<file path="src/hdl/gmatch_pkg.sv">
// Shared types and constants for the glob name matcher.
package gmatch_pkg;

    // Default store sizes
    localparam int PATTERN_MAX_DEF = 64;
    localparam int NAME_MAX_DEF    = 256;

    // Depth of the queue between front and back
    localparam int QDEPTH = 4;

    // Characters with meaning in a pattern or a path
    localparam logic [7:0] CH_NUL    = 8'h00;
    localparam logic [7:0] CH_STAR   = 8'h2A;
    localparam logic [7:0] CH_LBRK   = 8'h5B;
    localparam logic [7:0] CH_RBRK   = 8'h5D;
    localparam logic [7:0] CH_QUES   = 8'h3F;
    localparam logic [7:0] CH_BSLASH = 8'h5C;
    localparam logic [7:0] CH_SLASH  = 8'h2F;

    // Class of a queued beat
    typedef enum logic [2:0] {
        K_PAT_CHAR   = 3'd0,
        K_PAT_END    = 3'd1,
        K_PATH_CHAR  = 3'd2,
        K_PATH_SLASH = 3'd3,
        K_PATH_END   = 3'd4
    } t_kind;

    // Queue entry: class plus the byte
    typedef struct packed {
        t_kind      kind;
        logic [7:0] ch;
    } t_qent;

endpackage

</file>
<file path="src/hdl/gmatch_ram.sv">
// Generic single-write, single-read RAM with registered read data.
module gmatch_ram #(
    parameter int WIDTH = 8,
    parameter int DEPTH = 64,
    parameter int AW    = $clog2(DEPTH)
) (
    input  logic             i_clk,
    input  logic             i_we,
    input  logic [AW-1:0]    i_waddr,
    input  logic [WIDTH-1:0] i_wdata,
    input  logic [AW-1:0]    i_raddr,
    output logic [WIDTH-1:0] o_rdata
);

    logic [WIDTH-1:0] r_mem [DEPTH];
    logic [WIDTH-1:0] r_rdata;

    // Write port
    always_ff @(posedge i_clk) begin
        if (i_we) begin
            r_mem[i_waddr] <= i_wdata;
        end
    end

    // Registered read port
    always_ff @(posedge i_clk) begin
        r_rdata <= r_mem[i_raddr];
    end

    assign o_rdata = r_rdata;

endmodule

</file>
<file path="src/hdl/gmatch_front.sv">
// Front end: classifies incoming beats and queues them for the back end.
module gmatch_front (
    input  logic              i_clk,
    input  logic              i_rst_n,
    input  logic              i_s_tvalid,
    output logic              o_s_tready,
    input  logic [7:0]        i_s_tdata,
    input  logic              i_s_tuser,
    output logic              o_q_valid,
    output gmatch_pkg::t_qent o_q_ent,
    input  logic              i_q_pop
);

    localparam int PTRW = $clog2(gmatch_pkg::QDEPTH);
    localparam int CNTW = $clog2(gmatch_pkg::QDEPTH + 1);

    gmatch_pkg::t_qent r_q [gmatch_pkg::QDEPTH];
    logic [PTRW-1:0]   r_wptr, n_wptr;
    logic [PTRW-1:0]   r_rptr, n_rptr;
    logic [CNTW-1:0]   r_cnt, n_cnt;
    logic              push;
    gmatch_pkg::t_qent cls;

    // Classify the incoming byte
    always_comb begin
        cls.ch = i_s_tdata;
        if (!i_s_tuser) begin
            cls.kind = (i_s_tdata == gmatch_pkg::CH_NUL) ? gmatch_pkg::K_PAT_END
                                                        : gmatch_pkg::K_PAT_CHAR;
        end else if (i_s_tdata == gmatch_pkg::CH_NUL) begin
            cls.kind = gmatch_pkg::K_PATH_END;
        end else if (i_s_tdata == gmatch_pkg::CH_SLASH) begin
            cls.kind = gmatch_pkg::K_PATH_SLASH;
        end else begin
            cls.kind = gmatch_pkg::K_PATH_CHAR;
        end
    end

    assign o_s_tready = (r_cnt != CNTW'(gmatch_pkg::QDEPTH));
    assign push       = i_s_tvalid && o_s_tready;
    assign o_q_valid  = (r_cnt != '0);
    assign o_q_ent    = r_q[r_rptr];

    // Queue pointers and fill count
    always_comb begin
        n_wptr = push ? r_wptr + PTRW'(1) : r_wptr;
        n_rptr = i_q_pop ? r_rptr + PTRW'(1) : r_rptr;
        n_cnt  = r_cnt;
        if (push && !i_q_pop) begin
            n_cnt = r_cnt + CNTW'(1);
        end else if (!push && i_q_pop) begin
            n_cnt = r_cnt - CNTW'(1);
        end
    end

    always_ff @(posedge i_clk) begin
        if (!i_rst_n) begin
            r_wptr <= '0;
            r_rptr <= '0;
            r_cnt  <= '0;
        end else begin
            r_wptr <= n_wptr;
            r_rptr <= n_rptr;
            r_cnt  <= n_cnt;
        end
    end

    // Queue storage
    always_ff @(posedge i_clk) begin
        if (push) begin
            r_q[r_wptr] <= cls;
        end
    end

endmodule

</file>
<file path="src/hdl/gmatch_back.sv">
// Back end: pattern and name stores, match sequencer and result register.
module gmatch_back #(
    parameter int PATTERN_MAX = gmatch_pkg::PATTERN_MAX_DEF,
    parameter int NAME_MAX    = gmatch_pkg::NAME_MAX_DEF
) (
    input  logic              i_clk,
    input  logic              i_rst_n,
    input  logic              i_q_valid,
    input  gmatch_pkg::t_qent i_q_ent,
    output logic              o_q_pop,
    output logic              o_res_valid,
    input  logic              i_res_ready,
    output logic              o_matched,
    output logic              o_overflow
);

    localparam int PAW = $clog2(PATTERN_MAX);
    localparam int PLW = $clog2(PATTERN_MAX + 1);
    localparam int PW  = $clog2(PATTERN_MAX + 2);
    localparam int NAW = $clog2(NAME_MAX);
    localparam int NLW = $clog2(NAME_MAX + 1);
    localparam int TW  = $clog2(NAME_MAX + 2);

    typedef enum logic [6:0] {
        S_IDLE  = 7'b0000001,
        S_FETCH = 7'b0000010,
        S_TOP   = 7'b0000100,
        S_ESC   = 7'b0001000,
        S_BRK   = 7'b0010000,
        S_BESC  = 7'b0100000,
        S_BEND  = 7'b1000000
    } t_state;

    t_state          r_state, n_state;
    t_state          r_ret, n_ret;
    logic [PLW-1:0]  r_plen, n_plen;
    logic [NLW-1:0]  r_nlen, n_nlen;
    logic            r_loading, n_loading;
    logic [1:0]      r_ovf, n_ovf;
    logic [PW-1:0]   r_p, n_p, r_rp, n_rp;
    logic [TW-1:0]   r_t, n_t, r_rt, n_rt;
    logic            r_star, n_star;
    logic            r_found, n_found;
    logic            r_p_in, n_p_in;
    logic            r_t_in, n_t_in;
    logic            r_res_valid, n_res_valid;
    logic            r_matched, n_matched;
    logic            r_overflow, n_overflow;

    logic            pop;
    logic [PLW-1:0]  plen_base;
    logic            pat_we, name_we;
    logic [7:0]      pat_rdata, name_rdata;
    logic [7:0]      pd, nd;
    logic            fin, fin_m;

    // Stores
    gmatch_ram #(.WIDTH(8), .DEPTH(PATTERN_MAX)) u_pat_ram (
        .i_clk   (i_clk),
        .i_we    (pat_we),
        .i_waddr (plen_base[PAW-1:0]),
        .i_wdata (i_q_ent.ch),
        .i_raddr (r_p[PAW-1:0]),
        .o_rdata (pat_rdata)
    );

    gmatch_ram #(.WIDTH(8), .DEPTH(NAME_MAX)) u_name_ram (
        .i_clk   (i_clk),
        .i_we    (name_we),
        .i_waddr (r_nlen[NAW-1:0]),
        .i_wdata (i_q_ent.ch),
        .i_raddr (r_t[NAW-1:0]),
        .o_rdata (name_rdata)
    );

    // Pop a beat when idle; a terminator also needs the result slot free
    assign pop = (r_state == S_IDLE) && i_q_valid &&
                 ((i_q_ent.kind != gmatch_pkg::K_PATH_END) || !r_res_valid);

    assign plen_base = r_loading ? r_plen : '0;
    assign pat_we    = pop && (i_q_ent.kind == gmatch_pkg::K_PAT_CHAR) &&
                       (plen_base < PLW'(PATTERN_MAX));
    assign name_we   = pop && (i_q_ent.kind == gmatch_pkg::K_PATH_CHAR) &&
                       (r_nlen < NLW'(NAME_MAX));

    // Reads past the stored length see the terminator
    assign pd = r_p_in ? pat_rdata : gmatch_pkg::CH_NUL;
    assign nd = r_t_in ? name_rdata : gmatch_pkg::CH_NUL;

    // Load handling and match sequencer
    always_comb begin
        n_state     = r_state;
        n_ret       = r_ret;
        n_plen      = r_plen;
        n_nlen      = r_nlen;
        n_loading   = r_loading;
        n_ovf       = r_ovf;
        n_p         = r_p;
        n_t         = r_t;
        n_rp        = r_rp;
        n_rt        = r_rt;
        n_star      = r_star;
        n_found     = r_found;
        n_p_in      = r_p_in;
        n_t_in      = r_t_in;
        n_res_valid = r_res_valid;
        n_matched   = r_matched;
        n_overflow  = r_overflow;
        fin         = 1'b0;
        fin_m       = 1'b0;

        if (r_res_valid && i_res_ready) begin
            n_res_valid = 1'b0;
        end

        unique case (r_state) inside
            S_IDLE: begin
                if (pop) begin
                    if (i_q_ent.kind == gmatch_pkg::K_PAT_CHAR ||
                        i_q_ent.kind == gmatch_pkg::K_PAT_END) begin
                        if (!r_loading) begin
                            n_ovf[0] = 1'b0;
                        end
                        n_plen    = plen_base;
                        n_loading = 1'b1;
                        if (i_q_ent.kind == gmatch_pkg::K_PAT_END) begin
                            n_loading = 1'b0;
                        end else if (pat_we) begin
                            n_plen = plen_base + PLW'(1);
                        end else begin
                            n_ovf[0] = 1'b1;
                        end
                    end else begin
                        n_loading = 1'b0;
                        if (i_q_ent.kind == gmatch_pkg::K_PATH_SLASH) begin
                            n_nlen   = '0;
                            n_ovf[1] = 1'b0;
                        end else if (i_q_ent.kind == gmatch_pkg::K_PATH_CHAR) begin
                            if (name_we) begin
                                n_nlen = r_nlen + NLW'(1);
                            end else begin
                                n_ovf[1] = 1'b1;
                            end
                        end else if (r_ovf != 2'b00) begin
                            n_res_valid = 1'b1;
                            n_matched   = 1'b0;
                            n_overflow  = 1'b1;
                            n_nlen      = '0;
                            n_ovf[1]    = 1'b0;
                        end else begin
                            n_p     = '0;
                            n_t     = '0;
                            n_rp    = '0;
                            n_rt    = '0;
                            n_star  = 1'b0;
                            n_found = 1'b0;
                            n_ret   = S_TOP;
                            n_state = S_FETCH;
                        end
                    end
                end
            end

            // Addresses r_p / r_t are at the RAMs this cycle
            S_FETCH: begin
                n_p_in  = (r_p < PW'(r_plen));
                n_t_in  = (r_t < TW'(r_nlen));
                n_state = r_ret;
            end

            S_TOP, S_ESC: begin
                n_state = S_FETCH;
                n_ret   = S_TOP;
                n_p     = r_p + PW'(1);
                if (r_state == S_TOP && nd == gmatch_pkg::CH_NUL &&
                    pd == gmatch_pkg::CH_NUL) begin
                    fin   = 1'b1;
                    fin_m = 1'b1;
                end else if (r_state == S_TOP && pd == gmatch_pkg::CH_STAR) begin
                    n_rp   = r_p + PW'(1);
                    n_rt   = r_t;
                    n_star = 1'b1;
                end else if (r_state == S_TOP && pd == gmatch_pkg::CH_LBRK) begin
                    n_found = 1'b0;
                    n_ret   = S_BRK;
                end else if (r_state == S_TOP && pd == gmatch_pkg::CH_QUES) begin
                    if (nd == gmatch_pkg::CH_NUL) begin
                        fin = 1'b1;
                    end else begin
                        n_t = r_t + TW'(1);
                    end
                end else if (r_state == S_TOP && pd == gmatch_pkg::CH_BSLASH) begin
                    n_ret = S_ESC;
                end else if (r_state == S_ESC && pd == gmatch_pkg::CH_NUL) begin
                    // trailing backslash
                    fin = 1'b1;
                end else if (nd == pd) begin
                    if (pd != gmatch_pkg::CH_NUL) begin
                        n_t = r_t + TW'(1);
                    end
                end else if (nd != gmatch_pkg::CH_NUL) begin
                    if (!r_star) begin
                        fin = 1'b1;
                    end else begin
                        n_p  = r_rp;
                        n_rt = r_rt + TW'(1);
                        n_t  = r_rt + TW'(1);
                    end
                end else begin
                    fin = 1'b1;
                end
            end

            S_BRK, S_BESC: begin
                n_state = S_FETCH;
                n_ret   = S_BRK;
                n_p     = r_p + PW'(1);
                if (r_state == S_BRK && pd == gmatch_pkg::CH_RBRK) begin
                    if (!r_found) begin
                        if (!r_star) begin
                            fin = 1'b1;
                        end else begin
                            n_p   = r_rp;
                            n_rt  = r_rt + TW'(1);
                            n_t   = r_rt + TW'(1);
                            n_ret = S_BEND;
                        end
                    end else if (nd == gmatch_pkg::CH_NUL) begin
                        fin = 1'b1;
                    end else begin
                        n_t   = r_t + TW'(1);
                        n_ret = S_TOP;
                    end
                end else if (r_state == S_BRK && pd == gmatch_pkg::CH_BSLASH) begin
                    n_ret = S_BESC;
                end else if (pd == gmatch_pkg::CH_NUL) begin
                    // unterminated set
                    fin = 1'b1;
                end else if (nd == pd) begin
                    n_found = 1'b1;
                end
            end

            // Restart after a failed set consumes one name character
            S_BEND: begin
                n_state = S_FETCH;
                n_ret   = S_TOP;
                if (nd == gmatch_pkg::CH_NUL) begin
                    fin = 1'b1;
                end else begin
                    n_t = r_t + TW'(1);
                end
            end

            default: begin
                n_state = S_IDLE;
            end
        endcase

        // Match finished: post the result and drop the basename
        if (fin) begin
            n_state     = S_IDLE;
            n_res_valid = 1'b1;
            n_matched   = fin_m;
            n_overflow  = 1'b0;
            n_nlen      = '0;
            n_ovf[1]    = 1'b0;
        end
    end

    // Control state
    always_ff @(posedge i_clk) begin
        if (!i_rst_n) begin
            r_state     <= S_IDLE;
            r_ret       <= S_TOP;
            r_plen      <= '0;
            r_nlen      <= '0;
            r_loading   <= 1'b0;
            r_ovf       <= 2'b00;
            r_res_valid <= 1'b0;
        end else begin
            r_state     <= n_state;
            r_ret       <= n_ret;
            r_plen      <= n_plen;
            r_nlen      <= n_nlen;
            r_loading   <= n_loading;
            r_ovf       <= n_ovf;
            r_res_valid <= n_res_valid;
        end
    end

    // Walk pointers and result payload
    always_ff @(posedge i_clk) begin
        r_p        <= n_p;
        r_t        <= n_t;
        r_rp       <= n_rp;
        r_rt       <= n_rt;
        r_star     <= n_star;
        r_found    <= n_found;
        r_p_in     <= n_p_in;
        r_t_in     <= n_t_in;
        r_matched  <= n_matched;
        r_overflow <= n_overflow;
    end

    assign o_q_pop     = pop;
    assign o_res_valid = r_res_valid;
    assign o_matched   = r_matched;
    assign o_overflow  = r_overflow;

endmodule

</file>
<file path="src/hdl/glob_name_matcher_unit.sv">
// Top level of the glob name matcher: front queue, back end, result port.
//
//  channel   dir  beat contents
//  s_axis    in   tdata[7:0] = char_in, tuser[0] = mode (0 pattern, 1 path)
//  m_axis    out  tdata[0] = matched, tdata[1] = overflow, tdata[7:2] = 0
//
// Bytes load at one beat per cycle through a four-entry queue. At a path
// terminator the walk runs step by step (RAM read, then decide): one
// step per pattern byte visited, rereads after a star restart included, one
// after a failed set and one for the end check. Reset clears lengths, flags
// and queue; the stores need no clearing pass. A walk stalls the queue, a result
// not yet taken stalls a terminator at its head; four waiting beats drop tready.
module glob_name_matcher_unit #(
    parameter int PATTERN_MAX = gmatch_pkg::PATTERN_MAX_DEF,
    parameter int NAME_MAX    = gmatch_pkg::NAME_MAX_DEF
) (
    input  logic       i_clk,
    input  logic       i_rst_n,
    input  logic       s_axis_tvalid,
    output logic       s_axis_tready,
    input  logic [7:0] s_axis_tdata,   // [7:0] char_in
    input  logic       s_axis_tuser,   // [0] mode
    output logic       m_axis_tvalid,
    input  logic       m_axis_tready,
    output logic [7:0] m_axis_tdata    // [0] matched, [1] overflow, [7:2] zero
);

    logic              q_valid;
    gmatch_pkg::t_qent q_ent;
    logic              q_pop;
    logic              res_matched;
    logic              res_overflow;

    gmatch_front u_front (
        .i_clk      (i_clk),
        .i_rst_n    (i_rst_n),
        .i_s_tvalid (s_axis_tvalid),
        .o_s_tready (s_axis_tready),
        .i_s_tdata  (s_axis_tdata),
        .i_s_tuser  (s_axis_tuser),
        .o_q_valid  (q_valid),
        .o_q_ent    (q_ent),
        .i_q_pop    (q_pop)
    );

    gmatch_back #(
        .PATTERN_MAX (PATTERN_MAX),
        .NAME_MAX    (NAME_MAX)
    ) u_back (
        .i_clk       (i_clk),
        .i_rst_n     (i_rst_n),
        .i_q_valid   (q_valid),
        .i_q_ent     (q_ent),
        .o_q_pop     (q_pop),
        .o_res_valid (m_axis_tvalid),
        .i_res_ready (m_axis_tready),
        .o_matched   (res_matched),
        .o_overflow  (res_overflow)
    );

    // Pack the result beat
    assign m_axis_tdata = {6'b000000, res_overflow, res_matched};

endmodule
</file>
<file path="config.mk">
export PLATFORM = sky130hd
export DESIGN_NAME = glob_name_matcher_unit
export DESIGN_NICKNAME = d
export VERILOG_FILES = /design/src/hdl/gmatch_pkg.sv /design/src/hdl/gmatch_ram.sv /design/src/hdl/gmatch_front.sv /design/src/hdl/gmatch_back.sv /design/src/hdl/glob_name_matcher_unit.sv
export SDC_FILE = /design/constraint.sdc
export NUM_CORES = 2
export LEC_CHECK = 0
export CAP_MARGIN = 10
export CORE_MARGIN = 8
export CORE_UTILIZATION = 35
export DETAILED_ROUTE_END_ITERATION = 7
export DONT_BUFFER_PORTS = 1
export SLEW_MARGIN = 20
export SYNTH_ARGS = -nofsm -noshare
export SYNTH_HDL_FRONTEND = slang
export SYNTH_HIERARCHICAL = 1
export SYNTH_SLANG_ARGS = --single-unit
</file>
<file path="constraint.sdc">
create_clock -name i_clk -period 4.12 [get_ports i_clk]
set_clock_uncertainty 0.2 [all_clocks]
set_input_delay 0.412 -clock i_clk [delete_from_list [all_inputs] [get_ports i_clk]]
set_output_delay 0.412 -clock i_clk [all_outputs]
set_load 0.01 [all_outputs]
</file>
==> qor.csv <==
metric,value,unit
status,finished with violations,
failing checks,negative setup slack,
measured slew at the worst slew-check pin,1.27,ns
Crit. Startpoint,u_back/r_t[3],
via count,55200,
Worst Path Max Fanout,31,
largest net degree at the start of global routing,187,
Post-Syn Area,107000,sq um
TritonCTS Buffers,298,
share of post-route cells with drive strength above 1,26.3,%
Nets,5963,
# port buffers,0,
initial antenna violation count,6,
crit start category,register,
Synth warnings,6,
final count of pins violating max slew,0,
first drt pass iteration count,6,
drt total wl,270,mm
DR DRC count,0,
Finished Cell Area,124000,sq um
part of the Yosys area used for sequential elements,75.3,%
crit path kind,reg -> reg,
Placed Area,115000,sq um
core area,305000,sq um
Setup-failing EPs final,3,
CP endpoint kind,register,
Crit-path slowest cell,edfxtp_1,
Lkg Pwr,38.9,nW
final hold violation count,0,
fmax,0.240,GHz
Crit. path cell count,7,
H-tree depth,5,
mean post-synth cell area,19.9,sq um
Vias per Instance,5.45,
Tmin final,4.17,ns
MaxCap Viol Count,0,
Synth Flop Type,edfxtp_1,
Final period util,101,%
area grow syn2layout,16.1,%
routability cong.,0.894,
CP Data Arrival Time,4.69,ns
R2R Setup Slk,-0.05,ns
number of global-route vias before repair,56000,
data required time of the worst path,4.64,ns
"area leader, netlist",edfxtp_1,
CP peak stage delay,0.98,ns
I/O pin cnt,23,
Worst R2R Path Depth,7,
"Critical Path, Cell by Cell",buf_12 > nand3b_1 > o221ai_1 > a21oi_1 > a21oi_1 > nor3_1 > nor4_1,
Critical Path End,u_back/u_name_ram/o_rdata[4],
First DRT Iteration DRCs,5840,
hold path cells,1,
Syn Inst Count,5379,
"FF+latch count, synth",2699,
wire per inst,26.7,um
Rel. slew slack,15.4,%
die area,323000,sq um
clock latency on the worst-skew pair,0.93,ns
clock-pin slew on the worst setup and hold paths,0.06,ns
P per Cell Area,684,nW/um^2
CTS tree,built,
starting density of the core,35.1,%
origin of the critical flop-to-flop path,u_back/r_t[3],
Die Y-Extent,569,um
Setup WS post-layout,-0.0528,ns
post-route ant nets,0,
Seq. cell area,80500,sq um
# fillers,26800,
Synth cell types,107,
Yosys top cell area share,74.2,%
post-layout util,40.7,%
"most used cell, CP",a21oi_1,
Clk Tree Root Cell,clkbuf_16,
worst path buffer plus inverter count,1,
DIE WIDTH,569,um
RSZ-0062 raised after global routing,yes,
row count,203,
Peak VDD IR,0.000585,V
remaining global-route overflow,0,
clk sinks,2699,
"Async S/R FF share, synth",0,%
HPWL Detailed,172,mm
r2r endpoint,u_back/u_name_ram/o_rdata[4],
largest cells by area after synthesis,"edfxtp_1, mux4_2, mux2i_1",
multi-input logic area,24400,sq um
worst slack at placement,0.0400,ns
Hold WS,0.0911,ns
global-route wire length before repair,395,mm
Post-synth EDFFs,2641,
maximum clock path buffer count,4,
GRT Total Usage,16.3,%
worst min path class,in -> reg,
"delay-heaviest family, CP",simple AND/OR/NAND/NOR gates,
-- cell families after synthesis --
group	count (synthesis)	share of synthesized area, %
AO/OA/AOI/OAI	581	3.85
AND/OR/NAND/NOR	896	4.00
adder cells (fa/ha/maj)	25	0.300
XOR/XNOR	45	0.369
buffers and inverters	356	1.95
flip-flops	2699	75.3
other	1	0.00351
multiplexers	776	14.2
-- synthesized netlist by cell type (all sizes together), types with 21 or more instances --
library cell and number:
mux4 593, nor2b 56, o22ai 42, o221ai 60, mux2i 164, a211oi 21
a22oi 139, nand2b 26, o21ai 68, ha 24, buf 174, nand3 71
and2 28, a21oi 120, clkbuf 141, edfxtp 2641, nor2 421, nor4 34
o211ai 21, nand4 25, nor3 47, inv 39, a221oi 21, xor2 25
nand2 125, dfxtp 58
-- worst min-delay path by stage --
stage / to / from
after floorplan: u_back/r_state[4] / u_back/r_ret[4]
after global placement: u_back/r_state[4] / u_back/r_ret[4]
after detailed placement: u_back/r_state[4] / u_back/r_ret[4]
after CTS: u_front/r_q[3][3] / s_axis_tdata[3]
after global routing: u_front/r_q[3][3] / s_axis_tdata[3]
final: u_front/r_q[3][3] / s_axis_tdata[3]
-- timing repair --
| action | CTS | global route |
|---|---|---|
| hold endpoints to repair | 85 | 0 |
| hold buffers | 18 | 0 |
| setup buffers | 0 | 2 |
| endpoints found under the setup margin | 0 | 285 |
| resized for setup | 0 | 6 |
-- routing by layer --
metal	GRT usage [%]	vias up	wire, um
met1	22.0	29300	111000
met2	26.6	2163	130000
met4	5.48	4	9030
met3	3.07	471	19400
li1	-	23300	-
met5	0	-	26
-- state kept, by name (all words and copies together), names as in the netlist, 8 cells and up, named ones only --
register / count
u_back/r_t: 9
u_back/u_name_ram/r_mem: 2048
u_back/u_name_ram/o_rdata: 8
u_back/u_pat_ram/o_rdata: 8
u_front/r_q: 44
u_back/r_nlen: 9
u_back/r_rt: 9
u_back/u_pat_ram/r_mem: 512
-- where the power goes --
group / leakage [nW] / switching, mW / internal, mW / total [mW]
Sequential: 24.2 / 0.687 / 33.9 / 34.6
Clock: 4.54 / 10.3 / 15.2 / 25.5
Combinational: 10.1 / 15.5 / 9.23 / 24.8
-- cell type report --
class / instances / share of cell area (%)
antenna: 3 / 0.00605
inverter: 41 / 0.127
timing repair buffer: 556 / 3.85
sequential: 2699 / 64.8
tap: 3997 / 4.03
multi-input combinational: 2329 / 19.7
clock inverter: 141 / 1.12
clock buffer: 367 / 6.35
-- placed cells by master, fill, tap and decap left out, types with 30 or more instances in the layout --
cell type / Yosys / layout
mux4_2: 591 / 583
nor2b_1: 56 / 52
nor2_1: 420 / 416
buf_12: 10 / 45
nor4_1: 30 / 30
clkbuf_1: 141 / 57
buf_4: 50 / 493
o21ai_0: 59 / 59
clkinv_2: 0 / 48
o221ai_1: 58 / 58
nand2_1: 123 / 122
o22ai_1: 42 / 42
clkbuf_16: 0 / 302
mux2i_1: 164 / 164
dfxtp_1: 58 / 58
nor3_1: 45 / 42
a22oi_1: 139 / 139
clkinv_1: 2 / 44
edfxtp_1: 2641 / 2641
nand3_1: 69 / 68
inv_1: 38 / 37
a21oi_1: 119 / 119
-- worst reg2reg max path: stages, from the launching register on --
cell and delay [ns]:
edfxtp_1 0.98, buf_12 0.34, nand3b_1 0.52, o221ai_1 0.43
a21oi_1 0.07, a21oi_1 0.40, nor3_1 0.18, nor4_1 0.88
-- per-stage QoR --
stage	TNS (ns)	cells	total power [mW]
2_1_floorplan	0	5384	50.9
3_3_place_gp	0	9602	59.7
3_5_place_dp	0	9602	60.0
4_1_cts	0	10100	85.6
5_1_grt	-0.170	10100	87.9
6_report	-0.0951	10100	84.9
Power figures use the tool's default switching activity.
